`src/rtl/lspc_pkg.sv`:
```
// ---------------------------------------------------------------------------
// lspc_pkg
// widths, constants, register indexes and codes for the load shedding
// protection controller
// ---------------------------------------------------------------------------
package lspc_pkg;

   localparam int CODE_W     = 10;
   localparam int GAIN_W     = 16;
   localparam int LEVEL_W    = 10;
   localparam int WATT_W     = 17;
   localparam int CSR_IDX_W  = 4;
   localparam int CSR_DATA_W = 16;

   // shared multiplier operands and product
   localparam int MUL_W  = 20;
   localparam int PROD_W = 2 * MUL_W;

   // fixed point scale of the gains
   localparam int SCALE_SHIFT = 16;

   // divide by ten as multiply by ceil(2^23 / 10), exact for products below 2^22
   localparam int                RECIP_SHIFT = 23;
   localparam logic [MUL_W-1:0]  RECIP_TEN   = 20'd838861;

   // register reset values
   localparam logic [GAIN_W-1:0]  VOLTAGE_GAIN_RST    = 16'd16015;
   localparam logic [GAIN_W-1:0]  CURRENT_GAIN_RST    = 16'd1280;
   localparam logic [LEVEL_W-1:0] OVERVOLT_TRIP_RST   = 10'd235;
   localparam logic [LEVEL_W-1:0] OVERVOLT_CLEAR_RST  = 10'd232;
   localparam logic [LEVEL_W-1:0] UNDERVOLT_LEVEL_RST = 10'd222;
   localparam logic [LEVEL_W-1:0] OVERCURRENT_RST     = 10'd14;
   localparam logic [LEVEL_W-1:0] THIRD_ON_RST        = 10'd7;
   localparam logic [LEVEL_W-1:0] THIRD_OFF_RST       = 10'd11;

   typedef enum logic [CSR_IDX_W-1:0] {
      CSR_VOLTAGE_GAIN    = 4'd0,
      CSR_CURRENT_GAIN    = 4'd1,
      CSR_OVERVOLT_TRIP   = 4'd2,
      CSR_OVERVOLT_CLEAR  = 4'd3,
      CSR_UNDERVOLT_LEVEL = 4'd4,
      CSR_OVERCURRENT     = 4'd5,
      CSR_THIRD_ON        = 4'd6,
      CSR_THIRD_OFF       = 4'd7
   } csr_index_type;

   typedef enum logic [5:0] {
      ST_IDLE   = 6'b000001,
      ST_MUL_V  = 6'b000010,
      ST_MUL_C  = 6'b000100,
      ST_MUL_P  = 6'b001000,
      ST_MUL_D  = 6'b010000,
      ST_FINISH = 6'b100000
   } state_type;

   typedef enum logic [1:0] {
      VS_NORMAL = 2'd0,
      VS_UNDER  = 2'd1,
      VS_OVER   = 2'd2,
      VS_BAND   = 2'd3
   } vstatus_type;

   typedef enum logic [1:0] {
      MODE_OFF    = 2'd0,
      MODE_AUTO   = 2'd1,
      MODE_MANUAL = 2'd2,
      MODE_HELD   = 2'd3
   } mode_type;

endpackage

```
`src/rtl/lspc_if.sv`:
```
// ---------------------------------------------------------------------------
// lspc channel interfaces
// sample channel and result channel, valid/ready handshake
// ---------------------------------------------------------------------------
interface lspc_req_if
   import lspc_pkg::*;
   ();
   logic               valid;
   logic               ready;
   logic [CODE_W-1:0]  voltage_code;
   logic [CODE_W-1:0]  current_code;
   logic               auto_switch;
   logic               manual_switch;
   logic               first_load_request;
   logic               second_load_request;
   logic               third_load_enable;

   modport source (
      output valid, voltage_code, current_code, auto_switch, manual_switch,
             first_load_request, second_load_request, third_load_enable,
      input  ready
   );
   modport sink (
      input  valid, voltage_code, current_code, auto_switch, manual_switch,
             first_load_request, second_load_request, third_load_enable,
      output ready
   );
endinterface

interface lspc_rsp_if
   import lspc_pkg::*;
   ();
   logic               valid;
   logic               ready;
   logic [CODE_W-1:0]  volts;
   logic [CODE_W-1:0]  amps_tenths;
   logic [WATT_W-1:0]  watts;
   logic               fault_flag;
   logic               relay_one;
   logic               relay_two;
   logic               relay_three;
   logic [1:0]         voltage_status;
   logic [1:0]         mode_code;

   modport source (
      output valid, volts, amps_tenths, watts, fault_flag, relay_one, relay_two,
             relay_three, voltage_status, mode_code,
      input  ready
   );
   modport sink (
      input  valid, volts, amps_tenths, watts, fault_flag, relay_one, relay_two,
             relay_three, voltage_status, mode_code,
      output ready
   );
endinterface

```
`src/rtl/lspc_mul.sv`:
```
// ---------------------------------------------------------------------------
// lspc_mul
// shared unsigned multiplier with registered product
// ---------------------------------------------------------------------------
module lspc_mul
   import lspc_pkg::*;
(
   input  logic               clock,
   input  logic [MUL_W-1:0]   op_a,
   input  logic [MUL_W-1:0]   op_b,
   output logic [PROD_W-1:0]  prod
);

   logic [PROD_W-1:0] prod_ff;
   logic [PROD_W-1:0] prod_in;

   assign prod_in = op_a * op_b;

   always_ff @(posedge clock) begin
      prod_ff <= prod_in;
   end

   assign prod = prod_ff;

endmodule

```
`src/rtl/load_shedding_protection_controller_unit.sv`:
```
// ---------------------------------------------------------------------------
// load_shedding_protection_controller_unit
// scales voltage/current samples, computes power and drives three relays
// ---------------------------------------------------------------------------
// One sample is taken per transfer on req_bus and gives exactly one result
// transfer on rsp_bus. A sample runs through one shared 20x20 multiplier four
// times (voltage scale, current scale, volts times amps, divide by ten as a
// reciprocal multiply), so a sample goes from its transfer to the loaded
// result through four multiplier passes and one decision state. A new
// sample is accepted only in the idle state, so no sample is taken before
// the last one is through. req_bus.ready is high only while the sequencer
// is idle; the result sits in an output register, so the next sample can be
// taken while the previous result still waits. If that result has not been
// taken when the next one is done, the decision state waits for it.
// Configuration registers are written through csr_wr_en / csr_index /
// csr_wr_data; indexes above the last register are ignored.
// Write them only while no sample is in flight.
// ---------------------------------------------------------------------------
module load_shedding_protection_controller_unit
   import lspc_pkg::*;
(
   input  logic                   clock,
   input  logic                   reset,
   lspc_req_if.sink               req_bus,
   lspc_rsp_if.source             rsp_bus,
   input  logic                   csr_wr_en,
   input  logic [CSR_IDX_W-1:0]   csr_index,
   input  logic [CSR_DATA_W-1:0]  csr_wr_data
);

   // configuration registers
   logic [GAIN_W-1:0]  voltage_gain_ff;
   logic [GAIN_W-1:0]  current_gain_ff;
   logic [LEVEL_W-1:0] overvolt_trip_ff;
   logic [LEVEL_W-1:0] overvolt_clear_ff;
   logic [LEVEL_W-1:0] undervolt_level_ff;
   logic [LEVEL_W-1:0] overcurrent_ff;
   logic [LEVEL_W-1:0] third_on_ff;
   logic [LEVEL_W-1:0] third_off_ff;

   // controller state
   logic fault_ff,  fault_in;
   logic latch3_ff, latch3_in;
   logic relay1_ff, relay1_in;
   logic relay2_ff, relay2_in;
   logic relay3_ff, relay3_in;

   // sequencer
   state_type state_ff, state_in;

   // captured sample
   logic [CODE_W-1:0] vcode_ff;
   logic [CODE_W-1:0] ccode_ff;
   logic              sw_auto_ff;
   logic              sw_man_ff;
   logic              req1_ff;
   logic              req2_ff;
   logic              en3_ff;

   // scaled values
   logic [CODE_W-1:0] vol_ff;
   logic [CODE_W-1:0] cur_ff;
   logic [MUL_W-1:0]  power_ff;

   // shared multiplier
   logic [MUL_W-1:0]  mul_a;
   logic [MUL_W-1:0]  mul_b;
   logic [PROD_W-1:0] mul_prod;
   logic [CODE_W-1:0] prod_scaled;

   // result register
   logic               rsp_valid_ff, rsp_valid_in;
   logic [CODE_W-1:0]  rsp_volts_ff;
   logic [CODE_W-1:0]  rsp_amps_ff;
   logic [WATT_W-1:0]  rsp_watts_ff;
   vstatus_type        rsp_status_ff;
   mode_type           rsp_mode_ff;

   // decision outputs
   vstatus_type status_in;
   mode_type    mode_in;
   logic        sample_xfer;
   logic        finish_go;

   assign sample_xfer = req_bus.valid && req_bus.ready;
   assign req_bus.ready = (state_ff == ST_IDLE);
   // result slot free, or being emptied this cycle
   assign finish_go = (state_ff == ST_FINISH) && (!rsp_valid_ff || rsp_bus.ready);

   // (code * gain) >> 16
   assign prod_scaled = mul_prod[SCALE_SHIFT +: CODE_W];

   // ------------------------------------------------------------------
   // configuration writes
   // ------------------------------------------------------------------
   always_ff @(posedge clock) begin
      if (reset) begin
         voltage_gain_ff    <= VOLTAGE_GAIN_RST;
         current_gain_ff    <= CURRENT_GAIN_RST;
         overvolt_trip_ff   <= OVERVOLT_TRIP_RST;
         overvolt_clear_ff  <= OVERVOLT_CLEAR_RST;
         undervolt_level_ff <= UNDERVOLT_LEVEL_RST;
         overcurrent_ff     <= OVERCURRENT_RST;
         third_on_ff        <= THIRD_ON_RST;
         third_off_ff       <= THIRD_OFF_RST;
      end else if (csr_wr_en) begin
         unique case (csr_index)
            CSR_VOLTAGE_GAIN:    voltage_gain_ff    <= csr_wr_data[GAIN_W-1:0];
            CSR_CURRENT_GAIN:    current_gain_ff    <= csr_wr_data[GAIN_W-1:0];
            CSR_OVERVOLT_TRIP:   overvolt_trip_ff   <= csr_wr_data[LEVEL_W-1:0];
            CSR_OVERVOLT_CLEAR:  overvolt_clear_ff  <= csr_wr_data[LEVEL_W-1:0];
            CSR_UNDERVOLT_LEVEL: undervolt_level_ff <= csr_wr_data[LEVEL_W-1:0];
            CSR_OVERCURRENT:     overcurrent_ff     <= csr_wr_data[LEVEL_W-1:0];
            CSR_THIRD_ON:        third_on_ff        <= csr_wr_data[LEVEL_W-1:0];
            CSR_THIRD_OFF:       third_off_ff       <= csr_wr_data[LEVEL_W-1:0];
            default: ;  // unmapped index, dropped
         endcase
      end
   end

   // ------------------------------------------------------------------
   // multiplier operand select, one pass per state
   // ------------------------------------------------------------------
   always_comb begin
      mul_a = '0;
      mul_b = '0;
      unique case (state_ff)
         ST_MUL_V: begin
            // raw voltage times voltage gain
            mul_a = MUL_W'(vcode_ff);
            mul_b = MUL_W'(voltage_gain_ff);
         end
         ST_MUL_C: begin
            // raw current times current gain
            mul_a = MUL_W'(ccode_ff);
            mul_b = MUL_W'(current_gain_ff);
         end
         ST_MUL_P: begin
            // volts times amps, current taken straight from the product
            mul_a = MUL_W'(vol_ff);
            mul_b = MUL_W'(prod_scaled);
         end
         ST_MUL_D: begin
            // power product times reciprocal of ten
            mul_a = mul_prod[MUL_W-1:0];
            mul_b = RECIP_TEN;
         end
         ST_FINISH: begin
            // repeat the divide pass so the product holds while the result waits
            mul_a = power_ff;
            mul_b = RECIP_TEN;
         end
         default: ;
      endcase
   end

   lspc_mul u_mul (
      .clock (clock),
      .op_a  (mul_a),
      .op_b  (mul_b),
      .prod  (mul_prod)
   );

   // ------------------------------------------------------------------
   // sequencer
   // ------------------------------------------------------------------
   always_comb begin
      state_in = state_ff;
      unique case (state_ff)
         ST_IDLE:   if (sample_xfer) state_in = ST_MUL_V;
         ST_MUL_V:  state_in = ST_MUL_C;
         ST_MUL_C:  state_in = ST_MUL_P;
         ST_MUL_P:  state_in = ST_MUL_D;
         ST_MUL_D:  state_in = ST_FINISH;
         ST_FINISH: if (finish_go) state_in = ST_IDLE;
         default:   state_in = ST_IDLE;
      endcase
   end

   // sample capture and scaled value pickup
   always_ff @(posedge clock) begin
      if (sample_xfer) begin
         vcode_ff   <= req_bus.voltage_code;
         ccode_ff   <= req_bus.current_code;
         sw_auto_ff <= req_bus.auto_switch;
         sw_man_ff  <= req_bus.manual_switch;
         req1_ff    <= req_bus.first_load_request;
         req2_ff    <= req_bus.second_load_request;
         en3_ff     <= req_bus.third_load_enable;
      end
      if (state_ff == ST_MUL_C) begin
         vol_ff <= prod_scaled;
      end
      if (state_ff == ST_MUL_P) begin
         cur_ff <= prod_scaled;
      end
      if (state_ff == ST_MUL_D) begin
         power_ff <= mul_prod[MUL_W-1:0];
      end
   end

   // ------------------------------------------------------------------
   // protection and relay decision
   // ------------------------------------------------------------------
   always_comb begin
      fault_in  = fault_ff;
      latch3_in = latch3_ff;
      relay1_in = relay1_ff;
      relay2_in = relay2_ff;
      relay3_in = relay3_ff;

      // over-current sheds the third load
      if (cur_ff > overcurrent_ff) begin
         relay3_in = 1'b0;
      end

      // over-voltage latch with hysteresis, trip sheds everything
      if (vol_ff > overvolt_trip_ff) begin
         fault_in  = 1'b1;
         relay1_in = 1'b0;
         relay2_in = 1'b0;
         relay3_in = 1'b0;
      end else if (vol_ff <= overvolt_clear_ff) begin
         fault_in = 1'b0;
      end

      // status priority: normal, under, over, band
      if (vol_ff > undervolt_level_ff && vol_ff <= overvolt_clear_ff) begin
         status_in = VS_NORMAL;
      end else if (vol_ff <= undervolt_level_ff) begin
         status_in = VS_UNDER;
      end else if (vol_ff > overvolt_trip_ff) begin
         status_in = VS_OVER;
      end else begin
         status_in = VS_BAND;
      end

      // mode handling
      if (!sw_auto_ff && !sw_man_ff) begin
         mode_in   = MODE_OFF;
         relay1_in = 1'b0;
         relay2_in = 1'b0;
         relay3_in = 1'b0;
      end else if (sw_auto_ff && !sw_man_ff && !fault_in) begin
         mode_in   = MODE_AUTO;
         relay1_in = 1'b1;
         relay2_in = 1'b1;
         if (cur_ff <= third_on_ff && !latch3_ff) begin
            relay3_in = 1'b1;
            latch3_in = 1'b1;
         end else if (cur_ff >= third_off_ff && latch3_ff) begin
            relay3_in = 1'b0;
            latch3_in = 1'b0;
         end
      end else if (sw_man_ff && !sw_auto_ff && !fault_in) begin
         mode_in = MODE_MANUAL;
         if (cur_ff <= third_on_ff && !latch3_ff && en3_ff) begin
            relay3_in = 1'b1;
            latch3_in = 1'b1;
         end else if (cur_ff >= third_off_ff && latch3_ff) begin
            relay3_in = 1'b0;
            latch3_in = 1'b0;
         end else if (!en3_ff) begin
            relay3_in = 1'b0;
            latch3_in = 1'b0;
         end
         relay1_in = req1_ff;
         relay2_in = req2_ff;
      end else begin
         // both switches, or fault with one switch: relays held
         mode_in = MODE_HELD;
      end
   end

   // ------------------------------------------------------------------
   // control registers
   // ------------------------------------------------------------------
   always_comb begin
      rsp_valid_in = rsp_valid_ff;
      if (rsp_bus.valid && rsp_bus.ready) begin
         rsp_valid_in = 1'b0;
      end
      if (finish_go) begin
         rsp_valid_in = 1'b1;
      end
   end

   always_ff @(posedge clock) begin
      if (reset) begin
         state_ff     <= ST_IDLE;
         rsp_valid_ff <= 1'b0;
         fault_ff     <= 1'b0;
         latch3_ff    <= 1'b0;
         relay1_ff    <= 1'b0;
         relay2_ff    <= 1'b0;
         relay3_ff    <= 1'b0;
      end else begin
         state_ff     <= state_in;
         rsp_valid_ff <= rsp_valid_in;
         if (finish_go) begin
            fault_ff  <= fault_in;
            latch3_ff <= latch3_in;
            relay1_ff <= relay1_in;
            relay2_ff <= relay2_in;
            relay3_ff <= relay3_in;
         end
      end
   end

   // result payload, loaded when the decision commits
   always_ff @(posedge clock) begin
      if (finish_go) begin
         rsp_volts_ff  <= vol_ff;
         rsp_amps_ff   <= cur_ff;
         rsp_watts_ff  <= mul_prod[RECIP_SHIFT +: WATT_W];
         rsp_status_ff <= status_in;
         rsp_mode_ff   <= mode_in;
      end
   end

   // ------------------------------------------------------------------
   // result channel
   // ------------------------------------------------------------------
   assign rsp_bus.valid          = rsp_valid_ff;
   assign rsp_bus.volts          = rsp_volts_ff;
   assign rsp_bus.amps_tenths    = rsp_amps_ff;
   assign rsp_bus.watts          = rsp_watts_ff;
   // state registers hold the committed values until the next sample commits
   assign rsp_bus.fault_flag     = fault_ff;
   assign rsp_bus.relay_one      = relay1_ff;
   assign rsp_bus.relay_two      = relay2_ff;
   assign rsp_bus.relay_three    = relay3_ff;
   assign rsp_bus.voltage_status = rsp_status_ff;
   assign rsp_bus.mode_code      = rsp_mode_ff;

endmodule

```
`src/flat_wrapper.sv`:
```
// flat-port wrapper written by rule: the top's interface ports become plain ports
module load_shedding_protection_controller_unit_flat import lspc_pkg::*;
  (clock, reset, csr_wr_en, csr_index, csr_wr_data, req_bus_valid, req_bus_voltage_code, req_bus_current_code, req_bus_auto_switch, req_bus_manual_switch, req_bus_first_load_request, req_bus_second_load_request, req_bus_third_load_enable, req_bus_ready, rsp_bus_valid, rsp_bus_volts, rsp_bus_amps_tenths, rsp_bus_watts, rsp_bus_fault_flag, rsp_bus_relay_one, rsp_bus_relay_two, rsp_bus_relay_three, rsp_bus_voltage_status, rsp_bus_mode_code, rsp_bus_ready);
  lspc_req_if req_bus_i ();
  lspc_rsp_if rsp_bus_i ();
  input  logic clock;
  input  logic reset;
  input  logic csr_wr_en;
  input  logic [CSR_IDX_W-1:0] csr_index;
  input  logic [CSR_DATA_W-1:0] csr_wr_data;
  input wire logic [$bits(req_bus_i.valid)-1:0] req_bus_valid;
  input wire logic [$bits(req_bus_i.voltage_code)-1:0] req_bus_voltage_code;
  input wire logic [$bits(req_bus_i.current_code)-1:0] req_bus_current_code;
  input wire logic [$bits(req_bus_i.auto_switch)-1:0] req_bus_auto_switch;
  input wire logic [$bits(req_bus_i.manual_switch)-1:0] req_bus_manual_switch;
  input wire logic [$bits(req_bus_i.first_load_request)-1:0] req_bus_first_load_request;
  input wire logic [$bits(req_bus_i.second_load_request)-1:0] req_bus_second_load_request;
  input wire logic [$bits(req_bus_i.third_load_enable)-1:0] req_bus_third_load_enable;
  output wire logic [$bits(req_bus_i.ready)-1:0] req_bus_ready;
  output wire logic [$bits(rsp_bus_i.valid)-1:0] rsp_bus_valid;
  output wire logic [$bits(rsp_bus_i.volts)-1:0] rsp_bus_volts;
  output wire logic [$bits(rsp_bus_i.amps_tenths)-1:0] rsp_bus_amps_tenths;
  output wire logic [$bits(rsp_bus_i.watts)-1:0] rsp_bus_watts;
  output wire logic [$bits(rsp_bus_i.fault_flag)-1:0] rsp_bus_fault_flag;
  output wire logic [$bits(rsp_bus_i.relay_one)-1:0] rsp_bus_relay_one;
  output wire logic [$bits(rsp_bus_i.relay_two)-1:0] rsp_bus_relay_two;
  output wire logic [$bits(rsp_bus_i.relay_three)-1:0] rsp_bus_relay_three;
  output wire logic [$bits(rsp_bus_i.voltage_status)-1:0] rsp_bus_voltage_status;
  output wire logic [$bits(rsp_bus_i.mode_code)-1:0] rsp_bus_mode_code;
  input wire logic [$bits(rsp_bus_i.ready)-1:0] rsp_bus_ready;
  assign req_bus_i.valid = req_bus_valid;
  assign req_bus_i.voltage_code = req_bus_voltage_code;
  assign req_bus_i.current_code = req_bus_current_code;
  assign req_bus_i.auto_switch = req_bus_auto_switch;
  assign req_bus_i.manual_switch = req_bus_manual_switch;
  assign req_bus_i.first_load_request = req_bus_first_load_request;
  assign req_bus_i.second_load_request = req_bus_second_load_request;
  assign req_bus_i.third_load_enable = req_bus_third_load_enable;
  assign req_bus_ready = req_bus_i.ready;
  assign rsp_bus_valid = rsp_bus_i.valid;
  assign rsp_bus_volts = rsp_bus_i.volts;
  assign rsp_bus_amps_tenths = rsp_bus_i.amps_tenths;
  assign rsp_bus_watts = rsp_bus_i.watts;
  assign rsp_bus_fault_flag = rsp_bus_i.fault_flag;
  assign rsp_bus_relay_one = rsp_bus_i.relay_one;
  assign rsp_bus_relay_two = rsp_bus_i.relay_two;
  assign rsp_bus_relay_three = rsp_bus_i.relay_three;
  assign rsp_bus_voltage_status = rsp_bus_i.voltage_status;
  assign rsp_bus_mode_code = rsp_bus_i.mode_code;
  assign rsp_bus_i.ready = rsp_bus_ready;
  load_shedding_protection_controller_unit u_core (.clock(clock), .reset(reset), .req_bus(req_bus_i), .rsp_bus(rsp_bus_i), .csr_wr_en(csr_wr_en), .csr_index(csr_index), .csr_wr_data(csr_wr_data));
endmodule
```
`config.mk`:
```
export PLATFORM = sky130hd
export DESIGN_NAME = load_shedding_protection_controller_unit_flat
export DESIGN_NICKNAME = d
export VERILOG_FILES = /design/src/rtl/lspc_pkg.sv /design/src/rtl/lspc_if.sv /design/src/rtl/lspc_mul.sv /design/src/rtl/load_shedding_protection_controller_unit.sv /design/src/flat_wrapper.sv
export SDC_FILE = /design/constraint.sdc
export NUM_CORES = 1
export LEC_CHECK = 0
export ABC_AREA = 1
export BUFFER_PORTS_ARGS = -buffer_cell sky130_fd_sc_hd__buf_2
export CORE_MARGIN = 5
export CORE_UTILIZATION = 25
export CTS_BUF_LIST = sky130_fd_sc_hd__clkbuf_4 sky130_fd_sc_hd__clkbuf_8
export DETAILED_ROUTE_END_ITERATION = 6
export PLACE_DENSITY_LB_ADDON = 0.08
export SYNTH_ARGS = -nofsm -noshare
export SYNTH_HDL_FRONTEND = slang
export SYNTH_SLANG_ARGS = --single-unit
export TNS_END_PERCENT = 50
```
`constraint.sdc`:
```
create_clock -name clock -period 8.6 [get_ports clock]
set_input_delay 1.72 -clock clock [delete_from_list [all_inputs] [get_ports clock]]
set_output_delay 1.72 -clock clock [all_outputs]
set_load 0.02 [all_outputs]
```
==> results of run 1 <==
worst max path at each step:
stage / to / depth (start not counted) / from / slack, ns
after CTS: u_core.u_mul.prod[28]$_DFF_P_ / 28 / u_core.state_ff[4]$_SDFFE_PP0P_ / 0.47
after global routing: u_core.u_mul.prod[22]$_DFF_P_ / 28 / u_core.state_ff[3]$_SDFFE_PP0P_ / 0.17
after floorplan: u_core.u_mul.prod[39]$_DFF_P_ / 32 / u_core.state_ff[1]$_SDFFE_PP0P_ / 1.99
final: u_core.u_mul.prod[28]$_DFF_P_ / 28 / u_core.state_ff[4]$_SDFFE_PP0P_ / 0.52
after global placement: u_core.u_mul.prod[22]$_DFF_P_ / 27 / u_core.state_ff[4]$_SDFFE_PP0P_ / 0.45
after detailed placement: u_core.u_mul.prod[22]$_DFF_P_ / 24 / u_core.state_ff[1]$_SDFFE_PP0P_ / 0.51
metrics by stage:
stage                     utilization (%)  cells
after floorplan                         -   2609
after global placement              27.77   3870
after detailed placement            27.77   3870
after CTS                           28.82   3955
after global routing                28.82   3955
final                               28.82   3956
cell type report:
cell class	instances	area (um2)	share of cell area, %
multi-input cells	1642	14280	54.89
flip-flops and latches	250	6066	23.31
inverters	675	2540	9.760
well taps	1176	1471	5.654
clock buffers	68	848.3	3.260
repair buffers	127	713.2	2.741
clock inverters	17	98.84	0.3798
diodes	1	2.502	0.009616
sequential cells by signal, summed over array words and instances (netlist names), 2 cells and up:
signal / count
u_core.power_ff: 20
u_core.rsp_bus.voltage_status: 2
u_core.rsp_bus.volts: 10
u_core.rsp_bus.mode_code: 2
u_core.vol_ff: 10
u_core.voltage_gain_ff: 16
u_core.undervolt_level_ff: 10
u_core.rsp_bus.watts: 17
u_core.vcode_ff: 10
u_core.overcurrent_ff: 10
u_core.state_ff: 6
u_core.ccode_ff: 10
u_core.overvolt_clear_ff: 10
u_core.rsp_bus.amps_tenths: 10
u_core.u_mul.prod: 40
u_core.overvolt_trip_ff: 10
u_core.third_on_ff: 10
u_core.third_off_ff: 10
u_core.cur_ff: 10
u_core.current_gain_ff: 16
routing by layer:
metal / part of all wire, % / GRT usage (%)
met5: 0 / 0
met4: 3.2 / 4.723
met2: 48 / 27.75
met1: 46 / 22.09
met3: 3.6 / 2.107
synth_stat cells, types with 9 or more instances:
library cell and number:
ha_1 248, nand2_1 321, o22ai_1 48, nand4_1 11, a21oi_1 123, inv_2 31, o22ai_2 9, nand3_1 55
o211ai_1 25, xor2_1 27, nor3_1 11, inv_1 642, xnor2_1 11, a21o_1 9, o21ai_0 99, nor2_4 9
dfxtp_1 144, edfxtp_1 106, clkbuf_1 27, fa_1 279, nor2_1 227, a22o_1 10
layout by cell type (no fill, tap or decap), types with 14 or more instances in the layout:
master,n
nand3_1,55
clkbuf_8,54
clkbuf_4,14
o22ai_1,48
edfxtp_1,106
ha_1,248
nand2_1,321
inv_2,31
o21ai_0,99
nor2_1,226
conb_1,70
a21oi_1,123
inv_1,641
buf_2,96
fa_1,279
dfxtp_1,144
buf_4,31
o211ai_1,25
xor2_1,27
where the power goes:
part,switching (uW),internal [uW],leakage [uW]
sequential,90.3,1370,0.00212
combinational,1610,785,0.0102
clock,572,638,0.000504
total,2270,2800,0.0129
cell families after synthesis:
group / count (synthesis) / synth area share, %
simple gates: 654 / 12.13
flops: 250 / 26.57
compound gates: 353 / 9.759
xor+xnor: 38 / 1.458
other cells: 2 / 0.03289
fa+ha+maj: 527 / 38.05
buf+inv: 717 / 12.01
==> results.py, run 1 <==
metrics = {
    "yosys": {
        "ys_seq_elements": 250,
        "netlist_instances": 2541,
        "ys.flop_type": "dfxtp_1",
        "syn-cell-area_um2": 22830,
        "yosys.area.top_type_share_pct": 24.46,
        "ys_seq_area_share_pct": 26.57,
        "netlist-cell-type-count": 48,
        "yosysWarnings": 0,
        "synth_edf_count": 106,
        "async_flop_share_pct": 0,
        "synth.largest_area_cell": "fa_1",
        "yosys-top-cells-area": "fa_1 (24%), edfxtp_1 (14%), ha_1 (14%)",
        "synth.avg_cell_area_um2": 8.986,
    },
    "setup_path": {
        "cp_data_required_time_ns": 9.12,
        "r2r_setup_slack_ns": 0.52,
        "worstPathMaxFanout": 20,
        "r2r_cells": 28,
        "critPathCaptureType": "flip-flop",
        "cp_slowest_stage_delay_ns": 0.56,
        "critPathKind": "reg -> reg",
        "crit_arrival_ns": 8.60,
        "critPathTopFamily": "adder cells",
        "timing.rr.end": "u_core.u_mul.prod[28]$_DFF_P_",
        "slowest_stage": "inv_2",
        "crit_path_frequent_cell": "fa_1",
        "rr_startpoint": "u_core.state_ff[4]$_SDFFE_PP0P_",
        "critPathBufInv": 7,
        "critPathLaunchType": "flip-flop",
    },
    "run": {
        "drv_cap": 0,
    },
    "sta": {
        "fmax_ghz": 0.1237,
        "setup_slack_ns": 0.5184,
        "hold_violations": 0,
        "min_period_over_period_pct": 93.97,
        "max-slew-margin-rel_pct": 39.55,
        "worstMarginPinSlew_ns": 0.9067,
        "finalMaxSlewViolations": 0,
        "skew_ns": 0.04637,
        "fin_tns_setup_ns": 0,
        "rsz0062_at_grt": "false",
        "whs_ns": 0.4027,
        "fin_crit_ns": 8.082,
        "finalSetupViolations": 0,
    },
    "global_routing": {
        "grt_pass1_wl_um": 120100,
        "grt_overflow_total": 0,
        "grt_pass1_vias": 18500,
        "grt_max_degree": 71,
        "antenna_found_initial": 2,
        "track_usage_pct": 16.40,
    },
    "final_layout": {
        "final_area_um2": 26020,
        "final_nets": 3319,
        "layout-drive-gt1-share_pct": 10.22,
        "n_fill_cell": 9799,
        "areaGrowthSynthToFinish_pct": 13.97,
    },
    "floorplanning": {
        "die_x_um": 312.2,
        "io_pins": 97,
        "start_util_pct": 25.29,
        "rows": 110,
        "die_area_um2": 97480,
        "coreArea_um2": 90290,
        "fp.dieH_um": 312.2,
    },
    "clock_network": {
        "cts_made_buffers": 46,
        "cts_sinks": 250,
        "insertion_delay_ns": 0.64,
        "ctsHoldBuffers": 0,
        "clk_path_buf_depth": 3,
        "htree_levels": 2,
        "post-cts-setup-buffers": 0,
        "cts-root-buf": "clkbuf_8",
        "cts_tree": "built",
        "cts_resized": 0,
        "clkSlewWorstSetupHoldPaths_ns": 0.07,
    },
    "pwr": {
        "power_density_nw_per_um2": 194.9,
        "power_leakage_uw": 0.01286,
        "irDropWorstVdd_mv": 0.1196,
        "p_total_uw": 5071,
    },
    "routing": {
        "dr.pass1.iters": 5,
        "antenna_left": 0,
        "wire_per_inst_um": 20.09,
        "drt_wl_total_um": 79460,
        "drtIter0Drc": 907,
        "route.detailed.drc": 0,
        "via_per_inst": 4.304,
        "vias": 17030,
    },
    "min_path": {
        "hp-start": "u_core.u_mul.prod[32]$_DFF_P_",
        "min_to": "u_core.rsp_bus.watts[9]$_DFFE_PP_",
        "hp-class": "reg -> reg",
        "min_path_cells": 0,
    },
    "placed_design": {
        "place_area_um2": 25070,
        "place_hpwl_um": 66210,
        "pre_cts_slack_ns": 0.5068,
        "place_congestion": 0.8643,
        "portBuffers": 96,
    },
    "run_status": {
        "status": "finished clean",
    },
}
Power figures use the tool's default switching activity.
==> inputs of run 2 (changes only) <==
- clock period: 8.6 -> 9.9 ns (I/O delays scaled with it)
==> results.py, run 2 (same netlist as run 1, synthesis figures left out) <==
metrics = {
    "run_status": {
        "status": "finished clean",
    },
    "global_routing": {
        "grt_max_degree": 54,
        "grt_pass1_vias": 18510,
        "grt_pass1_wl_um": 119400,
        "antenna_found_initial": 6,
        "track_usage_pct": 16.25,
        "grt_overflow_total": 0,
    },
    "min_path": {
        "hp-start": "u_core.u_mul.prod[36]$_DFF_P_",
        "min_path_cells": 0,
        "min_to": "u_core.rsp_bus.watts[13]$_DFFE_PP_",
        "hp-class": "reg -> reg",
    },
    "clock_network": {
        "insertion_delay_ns": 0.66,
        "cts_tree": "built",
        "ctsHoldBuffers": 0,
        "cts_resized": 0,
        "cts-root-buf": "clkbuf_8",
        "clkSlewWorstSetupHoldPaths_ns": 0.06,
        "cts_sinks": 250,
        "clk_path_buf_depth": 3,
        "post-cts-setup-buffers": 0,
        "htree_levels": 2,
        "cts_made_buffers": 46,
    },
    "final_layout": {
        "layout-drive-gt1-share_pct": 9.700,
        "multi_input_area_um2": 14280,
        "final-seq-area_um2": 6066,
        "final_nets": 3302,
        "largest_reg_flops": 40,
        "fin_cells": 3940,
        "areaGrowthSynthToFinish_pct": 13.72,
        "layout_commonest_cell": "inv_1",
        "final_cell_mix": "inv_1 (641), nand2_1 (321), fa_1 (279), ha_1 (248), nor2_1 (226)",
        "n_fill_cell": 9774,
    },
    "routing": {
        "dr.pass1.iters": 5,
        "drt_wl_total_um": 79350,
        "wire_per_inst_um": 20.14,
        "drtIter0Drc": 938,
        "antenna_left": 0,
        "vias": 17100,
        "route.detailed.drc": 0,
        "via_per_inst": 4.341,
    },
    "floorplanning": {
        "fp.dieH_um": 312.2,
        "io_pins": 97,
        "coreArea_um2": 90290,
        "die_area_um2": 97480,
        "rows": 110,
        "start_util_pct": 25.29,
        "die_x_um": 312.2,
    },
    "sta": {
        "fin_tns_setup_ns": 0,
        "worstMarginPinSlew_ns": 1.179,
        "fin_crit_ns": 8.727,
        "fmax_ghz": 0.1146,
        "finalMaxSlewViolations": 0,
        "hold_violations": 0,
        "finalSetupViolations": 0,
        "max-slew-margin-rel_pct": 21.37,
        "rsz0062_at_grt": "false",
        "skew_ns": 0.05267,
        "min_period_over_period_pct": 88.15,
    },
    "pwr": {
        "power_density_nw_per_um2": 171.0,
        "power_leakage_uw": 0.01280,
        "irDropWorstVdd_mv": 0.09942,
    },
    "run": {
        "drv_cap": 0,
    },
    "placed_design": {
        "place_congestion": 0.8478,
        "place_hpwl_um": 65030,
        "placed_cells": 3853,
        "portBuffers": 96,
    },
    "setup_path": {
        "worstPathMaxFanout": 27,
        "critPathCaptureType": "flip-flop",
        "crit_path_frequent_cell": "fa_1",
        "critPathTopFamily": "adder cells",
        "cp_data_required_time_ns": 10.42,
        "critPathKind": "reg -> reg",
        "critPathLaunchType": "flip-flop",
        "r2r_setup_slack_ns": 1.17,
        "crit_arrival_ns": 9.25,
        "slowest_stage": "inv_2",
        "timing.rr.end": "u_core.u_mul.prod[28]$_DFF_P_",
        "r2r_cells": 28,
        "critPathBufInv": 7,
        "cp_slowest_stage_delay_ns": 0.83,
        "rr_startpoint": "u_core.state_ff[4]$_SDFFE_PP0P_",
        "path_depth": 28,
    },
}
-- run 2: changes by cell type in the layout (fill, tap and decap cells not counted) --
cell	previous run	this run
buf_4	31	14
bufinv_16	0	2
clkbuf_4	14	12
clkbuf_8	54	56
clkinv_2	9	7
clkinvlp_4	2	3
-- run 2: how the worst max path moves through the flow --
stage / start / end
floorplan: u_core.state_ff[1]$_SDFFE_PP0P_ / u_core.u_mul.prod[39]$_DFF_P_
global placement: u_core.state_ff[4]$_SDFFE_PP0P_ / u_core.u_mul.prod[28]$_DFF_P_
detailed placement: u_core.state_ff[4]$_SDFFE_PP0P_ / u_core.u_mul.prod[28]$_DFF_P_
CTS: u_core.state_ff[4]$_SDFFE_PP0P_ / u_core.u_mul.prod[28]$_DFF_P_
global route: u_core.state_ff[4]$_SDFFE_PP0P_ / u_core.u_mul.prod[28]$_DFF_P_
finish: u_core.state_ff[4]$_SDFFE_PP0P_ / u_core.u_mul.prod[28]$_DFF_P_
-- run 2: per-stage QoR --
step | cell area, um2 | hold WS, ns | total power (uW) | worst slack, ns | util (%)
floorplan | 23090 | 0.3855 | 2541 | 3.286 | -
global placement | 24950 | 0.3987 | 3399 | 1.135 | 27.63
detailed placement | 24950 | 0.3907 | 3364 | 1.169 | 27.63
CTS | 25960 | 0.4082 | 4526 | 1.090 | 28.76
global route | 25970 | 0.4228 | 4785 | 0.7755 | 28.76
finish | 25970 | 0.4061 | 4439 | 1.173 | 28.76
-- run 2: routing by layer --
| metal | share of wire, % | GRT usage, % | wire length, um | up-vias |
|---|---|---|---|---|
| met4 | 1.4 | 2.911 | 1141 | 0 |
| met3 | 3.1 | 1.849 | 2444 | 64 |
| li1 | - | - | - | 8190 |
| met2 | 49 | 28.67 | 39260 | 303 |
| met5 | 0 | 0 | 0 | - |
| met1 | 46 | 21.77 | 36500 | 8545 |
-- run 2: final cells by class --
cell class              instances  area share, %
diodes                          1       0.009637
clock buffers                  68          3.315
clock inverters                18         0.6023
inverters                     675          9.782
multi-input cells            1642          55.01
flip-flops and latches        250          23.36
well taps                    1176          5.667
repair buffers                110          2.255
-- run 2: report_power, final --
part / switching [uW] / leakage, uW / internal (uW)
registers: 98.0 / 0.00212 / 1190
clock network: 502 / 0.000530 / 616
logic: 1340 / 0.0101 / 688
total: 1940 / 0.0128 / 2500
==> inputs of run 3 (changes only) <==
- RECOVER_POWER: not set -> 50
==> results.py, run 3 (same netlist as run 1, synthesis figures left out) <==
metrics = {
    "routing": {
        "drtIter0Drc": 961,
        "dr.pass1.iters": 5,
        "route.detailed.drc": 0,
        "drt_wl_total_um": 79290,
        "antenna_left": 0,
        "wire_per_inst_um": 20.12,
        "vias": 17130,
        "via_per_inst": 4.348,
    },
    "final_layout": {
        "fin_util_pct": 28.71,
        "final_cell_mix": "inv_1 (642), nand2_1 (321), fa_1 (279), ha_1 (248), nor2_1 (227)",
        "final_nets": 3302,
        "areaGrowthSynthToFinish_pct": 13.52,
        "n_fill_cell": 9784,
        "multi_input_area_um2": 14260,
        "layout_commonest_cell": "inv_1",
        "layout-drive-gt1-share_pct": 9.193,
        "final-seq-area_um2": 6066,
        "largest_reg_flops": 40,
    },
    "pwr": {
        "power_leakage_uw": 0.01276,
        "power_density_nw_per_um2": 171.3,
        "irDropWorstVdd_mv": 0.09889,
    },
    "setup_path": {
        "cp_slowest_stage_delay_ns": 1.23,
        "critPathLaunchType": "flip-flop",
        "critPathCaptureType": "flip-flop",
        "slowest_stage": "clkbuf_1",
        "cp_data_required_time_ns": 10.42,
        "crit_path_frequent_cell": "fa_1",
        "crit_arrival_ns": 9.51,
        "critPathKind": "reg -> reg",
        "worstPathMaxFanout": 31,
    },
    "global_routing": {
        "antenna_found_initial": 6,
        "grt_pass1_wl_um": 119400,
        "grt_max_degree": 54,
        "grt_pass1_vias": 18510,
        "grt_overflow_total": 0,
        "track_usage_pct": 16.25,
    },
    "clock_network": {
        "clk_path_buf_depth": 3,
        "clkSlewWorstSetupHoldPaths_ns": 0.07,
        "post-cts-setup-buffers": 0,
        "htree_levels": 2,
        "cts_sinks": 250,
        "cts-root-buf": "clkbuf_8",
        "cts_resized": 0,
        "ctsHoldBuffers": 0,
        "cts_tree": "built",
        "cts_made_buffers": 46,
        "insertion_delay_ns": 0.66,
    },
    "run": {
        "drv_cap": 2,
    },
    "sta": {
        "fin_crit_ns": 8.986,
        "fmax_ghz": 0.1113,
        "finalSetupViolations": 0,
        "fin_tns_setup_ns": 0,
        "finalMaxSlewViolations": 58,
        "skew_ns": 0.05684,
        "rsz0062_at_grt": "false",
        "min_period_over_period_pct": 90.76,
        "max-slew-margin-rel_pct": -26.37,
        "hold_violations": 0,
        "worstMarginPinSlew_ns": 1.896,
    },
    "floorplanning": {
        "rows": 110,
        "io_pins": 97,
        "coreArea_um2": 90290,
        "die_area_um2": 97480,
        "start_util_pct": 25.29,
        "die_x_um": 312.2,
        "fp.dieH_um": 312.2,
    },
    "placed_design": {
        "place_hpwl_um": 65030,
        "portBuffers": 96,
        "place_congestion": 0.8478,
    },
    "min_path": {
        "hp-class": "reg -> reg",
    },
    "run_status": {
        "status": "complete, but fails checks",
        "violations": "capacitance limit, slew limit",
    },
}
run 3: cell types whose count changed in the layout (fill, tap and decap cells not counted):
cell        change
clkbuf_1       +11
buf_2           -7
buf_4           -4
clkinv_2        -1
clkinvlp_2      +1
inv_1           +1
inv_2           -1
nand4_1         +1
nand4_4         -1
nor2_1          +1
nor2_4          -1
run 3: worst paths after layout:
| check | from | end | slack, ns | depth (start not counted) |
|---|---|---|---|---|
| worst min-delay path | u_core.u_mul.prod[39]$_DFF_P_ | u_core.rsp_bus.watts[16]$_DFFE_PP_ | 0.41 | 0 |
| worst max register to register | u_core.state_ff[1]$_SDFFE_PP0P_ | u_core.u_mul.prod[28]$_DFF_P_ | 0.91 | 28 |
| worst max-delay path | u_core.state_ff[1]$_SDFFE_PP0P_ | u_core.u_mul.prod[28]$_DFF_P_ | 0.91 | 28 |
| worst min register to register | u_core.u_mul.prod[39]$_DFF_P_ | u_core.rsp_bus.watts[16]$_DFFE_PP_ | 0.41 | 0 |
run 3: metal layers:
layer | up-vias | GRT usage, % | part of all wire, %
met5 | - | 0 | 0
met4 | 0 | 2.911 | 1.4
met3 | 64 | 1.849 | 3.0
met2 | 282 | 28.67 | 50
met1 | 8581 | 21.77 | 46
li1 | 8203 | - | -
run 3: critical path, delay by kind of cell, from the launching register on:
| family | cells | cell delay, ns |
|---|---|---|
| adders and majority gates | 8 | 3.93 |
| buffers and inverters | 8 | 1.88 |
| AOI/OAI and AO/OA | 5 | 1.51 |
| and+or+nand+nor | 6 | 0.96 |
| DFF | 1 | 0.37 |
| xor gates and xnor gates | 1 | 0.19 |
run 3: stage by stage:
step	cells	instance area, um2	hold slack [ns]	setup slack [ns]	power, uW
after global routing	3940	25920	0.4228	0.4198	4781
after global placement	3853	24950	0.3987	1.135	3399
final	3940	25920	0.4062	0.9143	4441
after CTS	3939	25960	0.4082	1.090	4526
after detailed placement	3853	24950	0.3907	1.169	3364
after floorplan	2609	23090	0.3855	3.286	2541
run 3: layout make-up:
cell class | instances | area share, %
inverters | 675 | 9.799
multi-input cells | 1642 | 55.02
flip-flops and latches | 250 | 23.40
repair buffers | 110 | 2.167
diodes | 1 | 0.009654
clock buffers | 68 | 3.321
clock inverters | 18 | 0.6034
well taps | 1176 | 5.677
run 3: power by group:
| part | total, uW | internal (uW) | switching [uW] |
|---|---|---|---|
| logic | 2030 | 685 | 1350 |
| registers | 1290 | 1190 | 96.9 |
| clock network | 1120 | 616 | 501 |
